<file path="config.mk">
export PLATFORM = sky130hd
export DESIGN_NAME = murmur64a_hash_unit_flat
export DESIGN_NICKNAME = d
export VERILOG_FILES = /design/src/sv/mm64_pkg.sv /design/src/sv/mm64_if.sv /design/src/sv/murmur64a_hash_unit.sv /design/src/sv/mm64_ctrl.sv /design/src/sv/mm64_datapath.sv /design/src/flat_wrapper.sv
export SDC_FILE = /design/constraint.sdc
export NUM_CORES = 2
export LEC_CHECK = 0
export BUFFER_PORTS_ARGS = -buffer_cell sky130_fd_sc_hd__buf_2
export CAP_MARGIN = 40
export CORE_MARGIN = 2
export CORE_UTILIZATION = 50
export DETAILED_ROUTE_END_ITERATION = 10
export PLACE_DENSITY = 0.69
export SLEW_MARGIN = 20
export SYNTH_ARGS = -nofsm -noshare
export SYNTH_HDL_FRONTEND = slang
export SYNTH_HIERARCHICAL = 1
export SYNTH_SLANG_ARGS = --single-unit
</file>
<file path="constraint.sdc">
create_clock -name clk -period 8.75 [get_ports clk]
set_input_delay 1.3125 -clock clk [delete_from_list [all_inputs] [get_ports clk]]
set_output_delay 1.3125 -clock clk [all_outputs]
set_load 0.05 [all_outputs]
</file>
<file path="src/sv/mm64_pkg.sv">
package mm64_pkg;

    localparam int unsigned WORD_W = 64;
    localparam int unsigned HALF_W = 32;
    localparam int unsigned NB_W   = 4;
    localparam int unsigned LEN_W  = 32;

    localparam logic [WORD_W-1:0] MUL_M   = 64'hc6a4a7935bd1e995;
    localparam logic [HALF_W-1:0] MUL_M_LO = MUL_M[HALF_W-1:0];
    localparam logic [HALF_W-1:0] MUL_M_HI = MUL_M[WORD_W-1:HALF_W];
    localparam int unsigned SHIFT_R = 47;
    localparam logic [NB_W-1:0] FULL_BYTES = 4'd8;

    // sub-cycles of one multiply by MUL_M
    typedef logic [1:0] phase_t;
    localparam phase_t PH_LOAD   = 2'd0;
    localparam phase_t PH_LOW    = 2'd1;
    localparam phase_t PH_CROSS1 = 2'd2;
    localparam phase_t PH_CROSS2 = 2'd3;

    typedef enum logic [2:0] {
        S_IDLE,
        S_DISPATCH,
        S_SEED,
        S_MIX1,
        S_MIX2,
        S_FOLD,
        S_PART,
        S_FIN
    } state_t;

    typedef enum logic [2:0] {
        OP_SEED,
        OP_MIX1,
        OP_MIX2,
        OP_FOLD,
        OP_PART,
        OP_FIN
    } op_t;

    typedef struct packed {
        logic   load;
        logic   run;
        logic   wr;
        op_t    op;
        phase_t phase;
    } cmd_t;

    typedef struct packed {
        logic full;
        logic zero;
        logic last;
    } status_t;

    function automatic logic [WORD_W-1:0] xorshift(input logic [WORD_W-1:0] x);
        return x ^ (x >> SHIFT_R);
    endfunction

endpackage

</file>
<file path="src/sv/mm64_if.sv">
interface mm64_word_if;
    logic                                 valid;
    logic                                 ready;
    logic [mm64_pkg::WORD_W-1:0]          data_word;
    logic [mm64_pkg::NB_W-1:0]            valid_bytes;
    logic [mm64_pkg::LEN_W-1:0]           message_length;
    logic                                 last_word;

    modport source (
        output valid, data_word, valid_bytes, message_length, last_word,
        input  ready
    );
    modport sink (
        input  valid, data_word, valid_bytes, message_length, last_word,
        output ready
    );
endinterface

interface mm64_hash_if;
    logic                        valid;
    logic                        ready;
    logic [mm64_pkg::WORD_W-1:0] hash_value;

    modport source (
        output valid, hash_value,
        input  ready
    );
    modport sink (
        input  valid, hash_value,
        output ready
    );
endinterface

</file>
<file path="src/sv/murmur64a_hash_unit.sv">
// channel   | direction | payload
// word_ch   | sink      | data_word, valid_bytes, message_length, last_word
// hash_ch   | source    | hash_value
//
// every multiply by the constant runs on one shared 32x32 multiplier in phases PH_LOAD .. PH_CROSS2
// a word is taken in, then gets the seed multiply if it is a first word
// or a dispatch step if it is a later word, then MIX1, MIX2 and FOLD for a full word,
// PART for a partial word, nothing for an empty one, and FIN on a last word
// rst_n clears the controller and the message flag asynchronously
// a new word is taken while the hash still waits; finalize stalls on a held hash

module murmur64a_hash_unit (
    input  logic           clk,
    input  logic           rst_n,
    mm64_word_if.sink      word_ch,
    mm64_hash_if.source    hash_ch
);

    mm64_pkg::cmd_t    cmd;
    mm64_pkg::status_t status;

    mm64_ctrl u_ctrl (
        .clk       (clk),
        .rst_n     (rst_n),
        .in_valid  (word_ch.valid),
        .in_ready  (word_ch.ready),
        .out_valid (hash_ch.valid),
        .out_ready (hash_ch.ready),
        .status    (status),
        .cmd       (cmd)
    );

    mm64_datapath u_datapath (
        .clk            (clk),
        .cmd            (cmd),
        .data_word      (word_ch.data_word),
        .valid_bytes    (word_ch.valid_bytes),
        .message_length (word_ch.message_length),
        .last_word      (word_ch.last_word),
        .status         (status),
        .hash_value     (hash_ch.hash_value)
    );

endmodule

</file>
<file path="src/sv/mm64_ctrl.sv">
module mm64_ctrl (
    input  logic               clk,
    input  logic               rst_n,
    input  logic               in_valid,
    output logic               in_ready,
    output logic               out_valid,
    input  logic               out_ready,
    input  mm64_pkg::status_t  status,
    output mm64_pkg::cmd_t     cmd
);

    mm64_pkg::state_t state_reg, state_next;
    mm64_pkg::phase_t phase_reg, phase_next;
    logic             in_msg_reg, in_msg_next;
    logic             out_valid_reg, out_valid_next;

    logic             in_fire;
    logic             active;
    logic             stall;
    logic             done;
    mm64_pkg::state_t after_load;
    mm64_pkg::state_t after_fold;

    always_ff @(posedge clk or negedge rst_n)
    begin
        if (!rst_n)
        begin
            state_reg     <= mm64_pkg::S_IDLE;
            phase_reg     <= mm64_pkg::PH_LOAD;
            in_msg_reg    <= 1'b0;
            out_valid_reg <= 1'b0;
        end
        else
        begin
            state_reg     <= state_next;
            phase_reg     <= phase_next;
            in_msg_reg    <= in_msg_next;
            out_valid_reg <= out_valid_next;
        end
    end

    always_comb
    begin
        in_fire = (state_reg == mm64_pkg::S_IDLE) && in_valid;
        active  = (state_reg != mm64_pkg::S_IDLE) && (state_reg != mm64_pkg::S_DISPATCH);
        // finalize cannot overwrite a hash that is still waiting
        stall   = (state_reg == mm64_pkg::S_FIN) && out_valid_reg && !out_ready;
        done    = active && (phase_reg == mm64_pkg::PH_CROSS2) && !stall;

        // what the word needs once the start state is known
        if (status.full)
            after_load = mm64_pkg::S_MIX1;
        else if (!status.zero)
            after_load = mm64_pkg::S_PART;
        else if (status.last)
            after_load = mm64_pkg::S_FIN;
        else
            after_load = mm64_pkg::S_IDLE;

        after_fold = status.last ? mm64_pkg::S_FIN : mm64_pkg::S_IDLE;

        state_next = state_reg;
        case (state_reg)
            mm64_pkg::S_IDLE:
            begin
                if (in_fire)
                    state_next = in_msg_reg ? mm64_pkg::S_DISPATCH : mm64_pkg::S_SEED;
            end
            mm64_pkg::S_DISPATCH: state_next = after_load;
            mm64_pkg::S_SEED:     if (done) state_next = after_load;
            mm64_pkg::S_MIX1:     if (done) state_next = mm64_pkg::S_MIX2;
            mm64_pkg::S_MIX2:     if (done) state_next = mm64_pkg::S_FOLD;
            mm64_pkg::S_FOLD:     if (done) state_next = after_fold;
            mm64_pkg::S_PART:     if (done) state_next = after_fold;
            mm64_pkg::S_FIN:      if (done) state_next = mm64_pkg::S_IDLE;
            default:              state_next = mm64_pkg::S_IDLE;
        endcase

        if (!active || done)
            phase_next = mm64_pkg::PH_LOAD;
        else if (stall)
            phase_next = phase_reg;
        else
            phase_next = phase_reg + 2'd1;

        in_msg_next = in_msg_reg;
        if (in_fire)
            in_msg_next = 1'b1;
        else if (done && state_reg == mm64_pkg::S_FIN)
            in_msg_next = 1'b0;

        out_valid_next = out_valid_reg && !out_ready;
        if (done && state_reg == mm64_pkg::S_FIN)
            out_valid_next = 1'b1;

        case (state_reg)
            mm64_pkg::S_SEED: cmd.op = mm64_pkg::OP_SEED;
            mm64_pkg::S_MIX1: cmd.op = mm64_pkg::OP_MIX1;
            mm64_pkg::S_MIX2: cmd.op = mm64_pkg::OP_MIX2;
            mm64_pkg::S_FOLD: cmd.op = mm64_pkg::OP_FOLD;
            mm64_pkg::S_PART: cmd.op = mm64_pkg::OP_PART;
            mm64_pkg::S_FIN:  cmd.op = mm64_pkg::OP_FIN;
            default:          cmd.op = mm64_pkg::OP_SEED;
        endcase
        cmd.load  = in_fire;
        // a held phase must not accumulate twice
        cmd.run   = active && !stall;
        cmd.wr    = done;
        cmd.phase = phase_reg;

        in_ready  = (state_reg == mm64_pkg::S_IDLE);
        out_valid = out_valid_reg;
    end

endmodule

</file>
<file path="src/sv/mm64_datapath.sv">
module mm64_datapath (
    input  logic                           clk,
    input  mm64_pkg::cmd_t                 cmd,
    input  logic [mm64_pkg::WORD_W-1:0]    data_word,
    input  logic [mm64_pkg::NB_W-1:0]      valid_bytes,
    input  logic [mm64_pkg::LEN_W-1:0]     message_length,
    input  logic                           last_word,
    output mm64_pkg::status_t              status,
    output logic [mm64_pkg::WORD_W-1:0]    hash_value
);

    localparam int unsigned NBYTES = mm64_pkg::WORD_W / 8;

    logic [mm64_pkg::WORD_W-1:0] word_reg;
    logic [mm64_pkg::NB_W-1:0]   nb_reg;
    logic [mm64_pkg::LEN_W-1:0]  len_reg;
    logic                        last_reg;
    logic [mm64_pkg::WORD_W-1:0] h_reg;
    logic [mm64_pkg::WORD_W-1:0] k_reg;
    logic [mm64_pkg::WORD_W-1:0] op_reg;
    logic [mm64_pkg::WORD_W-1:0] acc_reg;
    logic [mm64_pkg::WORD_W-1:0] hash_reg;

    logic [mm64_pkg::NB_W-1:0]   nb_sat;
    logic [mm64_pkg::WORD_W-1:0] masked;
    logic [mm64_pkg::WORD_W-1:0] src;
    logic [mm64_pkg::HALF_W-1:0] mul_a;
    logic [mm64_pkg::HALF_W-1:0] mul_b;
    logic [mm64_pkg::WORD_W-1:0] prod;
    logic [mm64_pkg::WORD_W-1:0] result;

    always_comb
    begin
        nb_sat = (valid_bytes > mm64_pkg::FULL_BYTES) ? mm64_pkg::FULL_BYTES : valid_bytes;

        for (int i = 0; i < NBYTES; i++)
        begin
            masked[8*i +: 8] = (mm64_pkg::NB_W'(i) < nb_reg) ? word_reg[8*i +: 8] : 8'h00;
        end

        case (cmd.op)
            mm64_pkg::OP_SEED: src = {{(mm64_pkg::WORD_W-mm64_pkg::LEN_W){1'b0}}, len_reg};
            mm64_pkg::OP_MIX1: src = word_reg;
            mm64_pkg::OP_MIX2: src = k_reg;
            mm64_pkg::OP_FOLD: src = h_reg ^ k_reg;
            mm64_pkg::OP_PART: src = h_reg ^ masked;
            mm64_pkg::OP_FIN:  src = mm64_pkg::xorshift(h_reg);
            default:           src = word_reg;
        endcase

        // one 32x32 multiplier; only the low 64 bits of the product are kept
        mul_a = (cmd.phase == mm64_pkg::PH_CROSS2) ? op_reg[mm64_pkg::WORD_W-1:mm64_pkg::HALF_W]
                                                   : op_reg[mm64_pkg::HALF_W-1:0];
        mul_b = (cmd.phase == mm64_pkg::PH_CROSS1) ? mm64_pkg::MUL_M_HI : mm64_pkg::MUL_M_LO;
        prod  = {{mm64_pkg::HALF_W{1'b0}}, mul_a} * {{mm64_pkg::HALF_W{1'b0}}, mul_b};

        result = {acc_reg[mm64_pkg::WORD_W-1:mm64_pkg::HALF_W] + prod[mm64_pkg::HALF_W-1:0],
                  acc_reg[mm64_pkg::HALF_W-1:0]};

        status.full = nb_reg[mm64_pkg::NB_W-1];
        status.zero = (nb_reg == '0);
        status.last = last_reg;
        hash_value  = hash_reg;
    end

    always_ff @(posedge clk)
    begin
        if (cmd.load)
        begin
            word_reg <= data_word;
            nb_reg   <= nb_sat;
            len_reg  <= message_length;
            last_reg <= last_word;
        end

        if (cmd.run)
        begin
            case (cmd.phase)
                mm64_pkg::PH_LOAD:   op_reg <= src;
                mm64_pkg::PH_LOW:    acc_reg <= prod;
                mm64_pkg::PH_CROSS1: acc_reg[mm64_pkg::WORD_W-1:mm64_pkg::HALF_W] <=
                    acc_reg[mm64_pkg::WORD_W-1:mm64_pkg::HALF_W] + prod[mm64_pkg::HALF_W-1:0];
                default: ;
            endcase
        end

        if (cmd.wr)
        begin
            case (cmd.op)
                mm64_pkg::OP_SEED: h_reg    <= result;
                mm64_pkg::OP_MIX1: k_reg    <= mm64_pkg::xorshift(result);
                mm64_pkg::OP_MIX2: k_reg    <= result;
                mm64_pkg::OP_FOLD: h_reg    <= result;
                mm64_pkg::OP_PART: h_reg    <= result;
                mm64_pkg::OP_FIN:  hash_reg <= mm64_pkg::xorshift(result);
                default: ;
            endcase
        end
    end

endmodule

</file>
<file path="src/flat_wrapper.sv">
// flat-port wrapper written by rule: the top's interface ports become plain ports
module murmur64a_hash_unit_flat 
  (clk, rst_n, word_ch_valid, word_ch_data_word, word_ch_valid_bytes, word_ch_message_length, word_ch_last_word, word_ch_ready, hash_ch_valid, hash_ch_hash_value, hash_ch_ready);
  mm64_word_if word_ch_i ();
  mm64_hash_if hash_ch_i ();
  input  logic clk;
  input  logic rst_n;
  input wire logic [$bits(word_ch_i.valid)-1:0] word_ch_valid;
  input wire logic [$bits(word_ch_i.data_word)-1:0] word_ch_data_word;
  input wire logic [$bits(word_ch_i.valid_bytes)-1:0] word_ch_valid_bytes;
  input wire logic [$bits(word_ch_i.message_length)-1:0] word_ch_message_length;
  input wire logic [$bits(word_ch_i.last_word)-1:0] word_ch_last_word;
  output wire logic [$bits(word_ch_i.ready)-1:0] word_ch_ready;
  output wire logic [$bits(hash_ch_i.valid)-1:0] hash_ch_valid;
  output wire logic [$bits(hash_ch_i.hash_value)-1:0] hash_ch_hash_value;
  input wire logic [$bits(hash_ch_i.ready)-1:0] hash_ch_ready;
  assign word_ch_i.valid = word_ch_valid;
  assign word_ch_i.data_word = word_ch_data_word;
  assign word_ch_i.valid_bytes = word_ch_valid_bytes;
  assign word_ch_i.message_length = word_ch_message_length;
  assign word_ch_i.last_word = word_ch_last_word;
  assign word_ch_ready = word_ch_i.ready;
  assign hash_ch_valid = hash_ch_i.valid;
  assign hash_ch_hash_value = hash_ch_i.hash_value;
  assign hash_ch_i.ready = hash_ch_ready;
  murmur64a_hash_unit u_core (.clk(clk), .rst_n(rst_n), .word_ch(word_ch_i), .hash_ch(hash_ch_i));
endmodule
</file>
==> impl_metrics.yaml <==
logic_synthesis:
  avgSynthCellArea_sq_um: 10.5
  yosysWarnings: 6
  synth_cell_types: 85
  postSynthRegisterBits: 428
  async_flop_share_pct: 1.64
  yosysSeqAreaShare_pct: 28.4
  syn_area_sq_mm: 0.0452
  synthFlopType: "edfxtp_1"
  synth-edff-count: 421
  syn-instance-count: 4301
sta:
  max_freq_mhz: 111
  tightestPinTransition_ps: 923
  min_period_over_period_pct: 103
  setup-tns-final_ps: -6200
  setup_violations: 44
  relSlewSlack_pct: 38.1
  slew_violations: 0
  finalWorstSetupSlack_ps: -291
  hold_viol_final: 0
  rsz0062_at_grt: "true"
  skew_ps: 27.5
  finalCriticalPeriod_ps: 9040
setup_path:
  cpMostUsedCell: "fa_1"
  cpPeakStageDelay_ps: 610
  cp_slowest_cell: "fa_1"
  path_depth: 35
  crit_path_start_kind: "register"
  reg2reg_from: "u_core/u_ctrl/phase_reg[0]$_DFFE_PN0P_"
  critPathRequiredTime_ps: 9030
  cp_top_family: "adder cells"
  cp_max_fo: 6
  critPathCaptureType: "register"
  path_class: "register to register"
  ff2ff_path_depth: 35
  rrSetupSlack_ps: -290
  cp.arrival_ps: 9320
  r2r_end: "u_core/u_datapath/acc_reg[63]$_DFFE_PP_"
  path_buf_inv: 7
global_routing:
  grt.overflow.total: 0
  grt_pass1_vias: 36121
  grt_start_max_net_pins: 168
  antenna_found_initial: 3
  grt_usage_pct: 33.7
  grt_pass1_wl_um: 230000
clock_network:
  cts_tree: "done"
  cts_root_buffer: "clkbuf_16"
  cts_hold_buf: 0
  h-tree-depth: 2
  clock_path_buffers: 3
  worstSkewPairLatency_ps: 560
  cts-buffers-inserted: 39
  clkTransAtPathRegs_ps: 70
  cts_sinks: 428
cells_and_area:
  fin_cells: 6302
  nets: 6253
  drive_gt1_share_pct: 25.5
  fin_area_sq_mm: 0.0559
  postLayoutCoreUtil_pct: 62.2
  areaGrowthSynthToFinish_pct: 23.7
detailed_routing:
  wl_um: 157000
  wirelength_met1_um: 63000
  via_per_inst: 5.73
  wl_per_cell_um: 24.9
  dr.first_iter.drc_count: 3862
  dr.pass1.iters: 7
  drc: 0
  postRouteAntennaNets: 0
  met3RoutedLength_um: 15500
  top_layer: "met5"
  vias: 36102
  wl_met2_um: 70900
status:
  violations: "setup timing"
  status: "finished, violations left"
hold_path:
  worstHoldEndpoint: "u_core/u_datapath/hash_value[17]$_DFFE_PP_"
  holdPathStages: 0
  hold_path.startpoint: "u_core/u_datapath/acc_reg[17]$_DFFE_PP_"
  min_path_type: "register to register"
placement:
  place_congestion: 1.00
  io_buffers: 170
  hpwl_um: 129000
  place_area_sq_mm: 0.0524
  dp.cells: 6170
floorplanning:
  die-area_sq_mm: 0.0928
  row_count: 110
  ios: 171
  die_w_um: 305
  core_sq_mm: 0.0899
  start_util_pct: 50.3
  fp.dieH_um: 305
flow_run:
  maxCapViolations: 0
==> cells in the final DEF, fill, tap and decap left out, types with 60 or more instances in the layout <==
master | Yosys | layout
xnor2_1 | 147 | 121
o21ai_0 | 110 | 87
a21o_1 | 60 | 60
nand2_1 | 236 | 213
inv_1 | 814 | 782
edfxtp_1 | 421 | 421
nor2_1 | 279 | 250
fa_1 | 606 | 593
buf_4 | 8 | 669
ha_1 | 444 | 399
buf_2 | 2 | 170
a21oi_1 | 366 | 338
==> through the flow <==
step | setup slack [ps] | hold slack (ps)
2_1_floorplan | -5.24 | 440
6_report | -291 | 535
3_3_place_gp | -784 | 507
5_1_grt | -552 | 517
3_5_place_dp | -740 | 512
4_1_cts | -307 | 525
==> metal layers <==
layer  up-vias  GRT usage, %
met3       299          4.39
met5         -             0
met4         2          13.0
met2      1845          52.1
li1      15937             -
met1     18019          48.5
==> how the worst max path moves through the flow <==
| stage | from | to | slack (ps) |
|---|---|---|---|
| after floorplan | u_core/u_ctrl/phase_reg[0]$_DFFE_PN0P_ | u_core/u_datapath/hash_value[16]$_DFFE_PP_ | -5 |
| after global placement | u_core/u_ctrl/phase_reg[0]$_DFFE_PN0P_ | u_core/u_datapath/hash_value[11]$_DFFE_PP_ | -780 |
| after detailed placement | u_core/u_ctrl/phase_reg[1]$_DFFE_PN0P_ | u_core/u_datapath/hash_value[11]$_DFFE_PP_ | -740 |
| after CTS | u_core/u_ctrl/phase_reg[0]$_DFFE_PN0P_ | u_core/u_datapath/hash_value[11]$_DFFE_PP_ | -310 |
| after global routing | u_core/u_ctrl/phase_reg[1]$_DFFE_PN0P_ | u_core/u_datapath/h_reg[63]$_DFFE_PP_ | -550 |
| final | u_core/u_ctrl/phase_reg[0]$_DFFE_PN0P_ | u_core/u_datapath/acc_reg[63]$_DFFE_PP_ | -290 |
==> kinds of logic after synthesis <==
kind of cell | share of synthesized area [%]
other | 0.0166
AOI/OAI and AO/OA | 11.0
xor gates and xnor gates | 3.91
muxes | 1.52
DFF | 28.4
buffers and inverters | 8.15
and+or+nand+nor | 7.89
adders and majority gates | 39.2
==> layout make-up <==
class | count | area, sq um
multi-input combinational | 2909 | 30600
tap | 1176 | 1470
antenna | 1 | 2.50
timing repair buffer | 898 | 6760
sequential | 428 | 12800
fill | 7260 | 33900
inverter | 822 | 3120
clock buffer | 47 | 1010
clock inverter | 21 | 209
==> repair_timing <==
action                     CTS  global route
gates cloned                 1             1
setup endpoints to repair   93           104
gates resized for setup    153           187
pin swaps                   61            73
setup buffers               37            22
==> synthesized netlist by cell type, drive strengths merged (9+ instances only) <==
cell type	instances	share of area [%]
a211oi	36	0.60
a21o	60	1.0
a21oi	366	4.1
a221oi	19	0.40
a22oi	17	0.28
a311oi	10	0.22
a31oi	13	0.18
a32oi	17	0.33
and2	18	0.26
and3	26	0.36
buf	32	0.39
clkbuf	112	0.94
edfxtp	421	28
fa	606	27
ha	444	12
inv	818	6.8
mux2	29	0.72
mux2i	36	0.80
nand2	236	2.0
nand2b	28	0.39
nand3	56	0.63
nand3b	27	0.45
nand4	22	0.32
nor2	280	2.3
nor2b	12	0.17
nor3	37	0.41
o21a	12	0.20
o21ai	113	1.3
o21bai	18	0.31
o22ai	48	0.66
o31ai	9	0.17
or2	14	0.19
xnor2	147	2.8
xor2	55	1.1
Power is not shown: default switching activity piles up to over one toggle a cycle in this logic, so the estimate is an artifact.
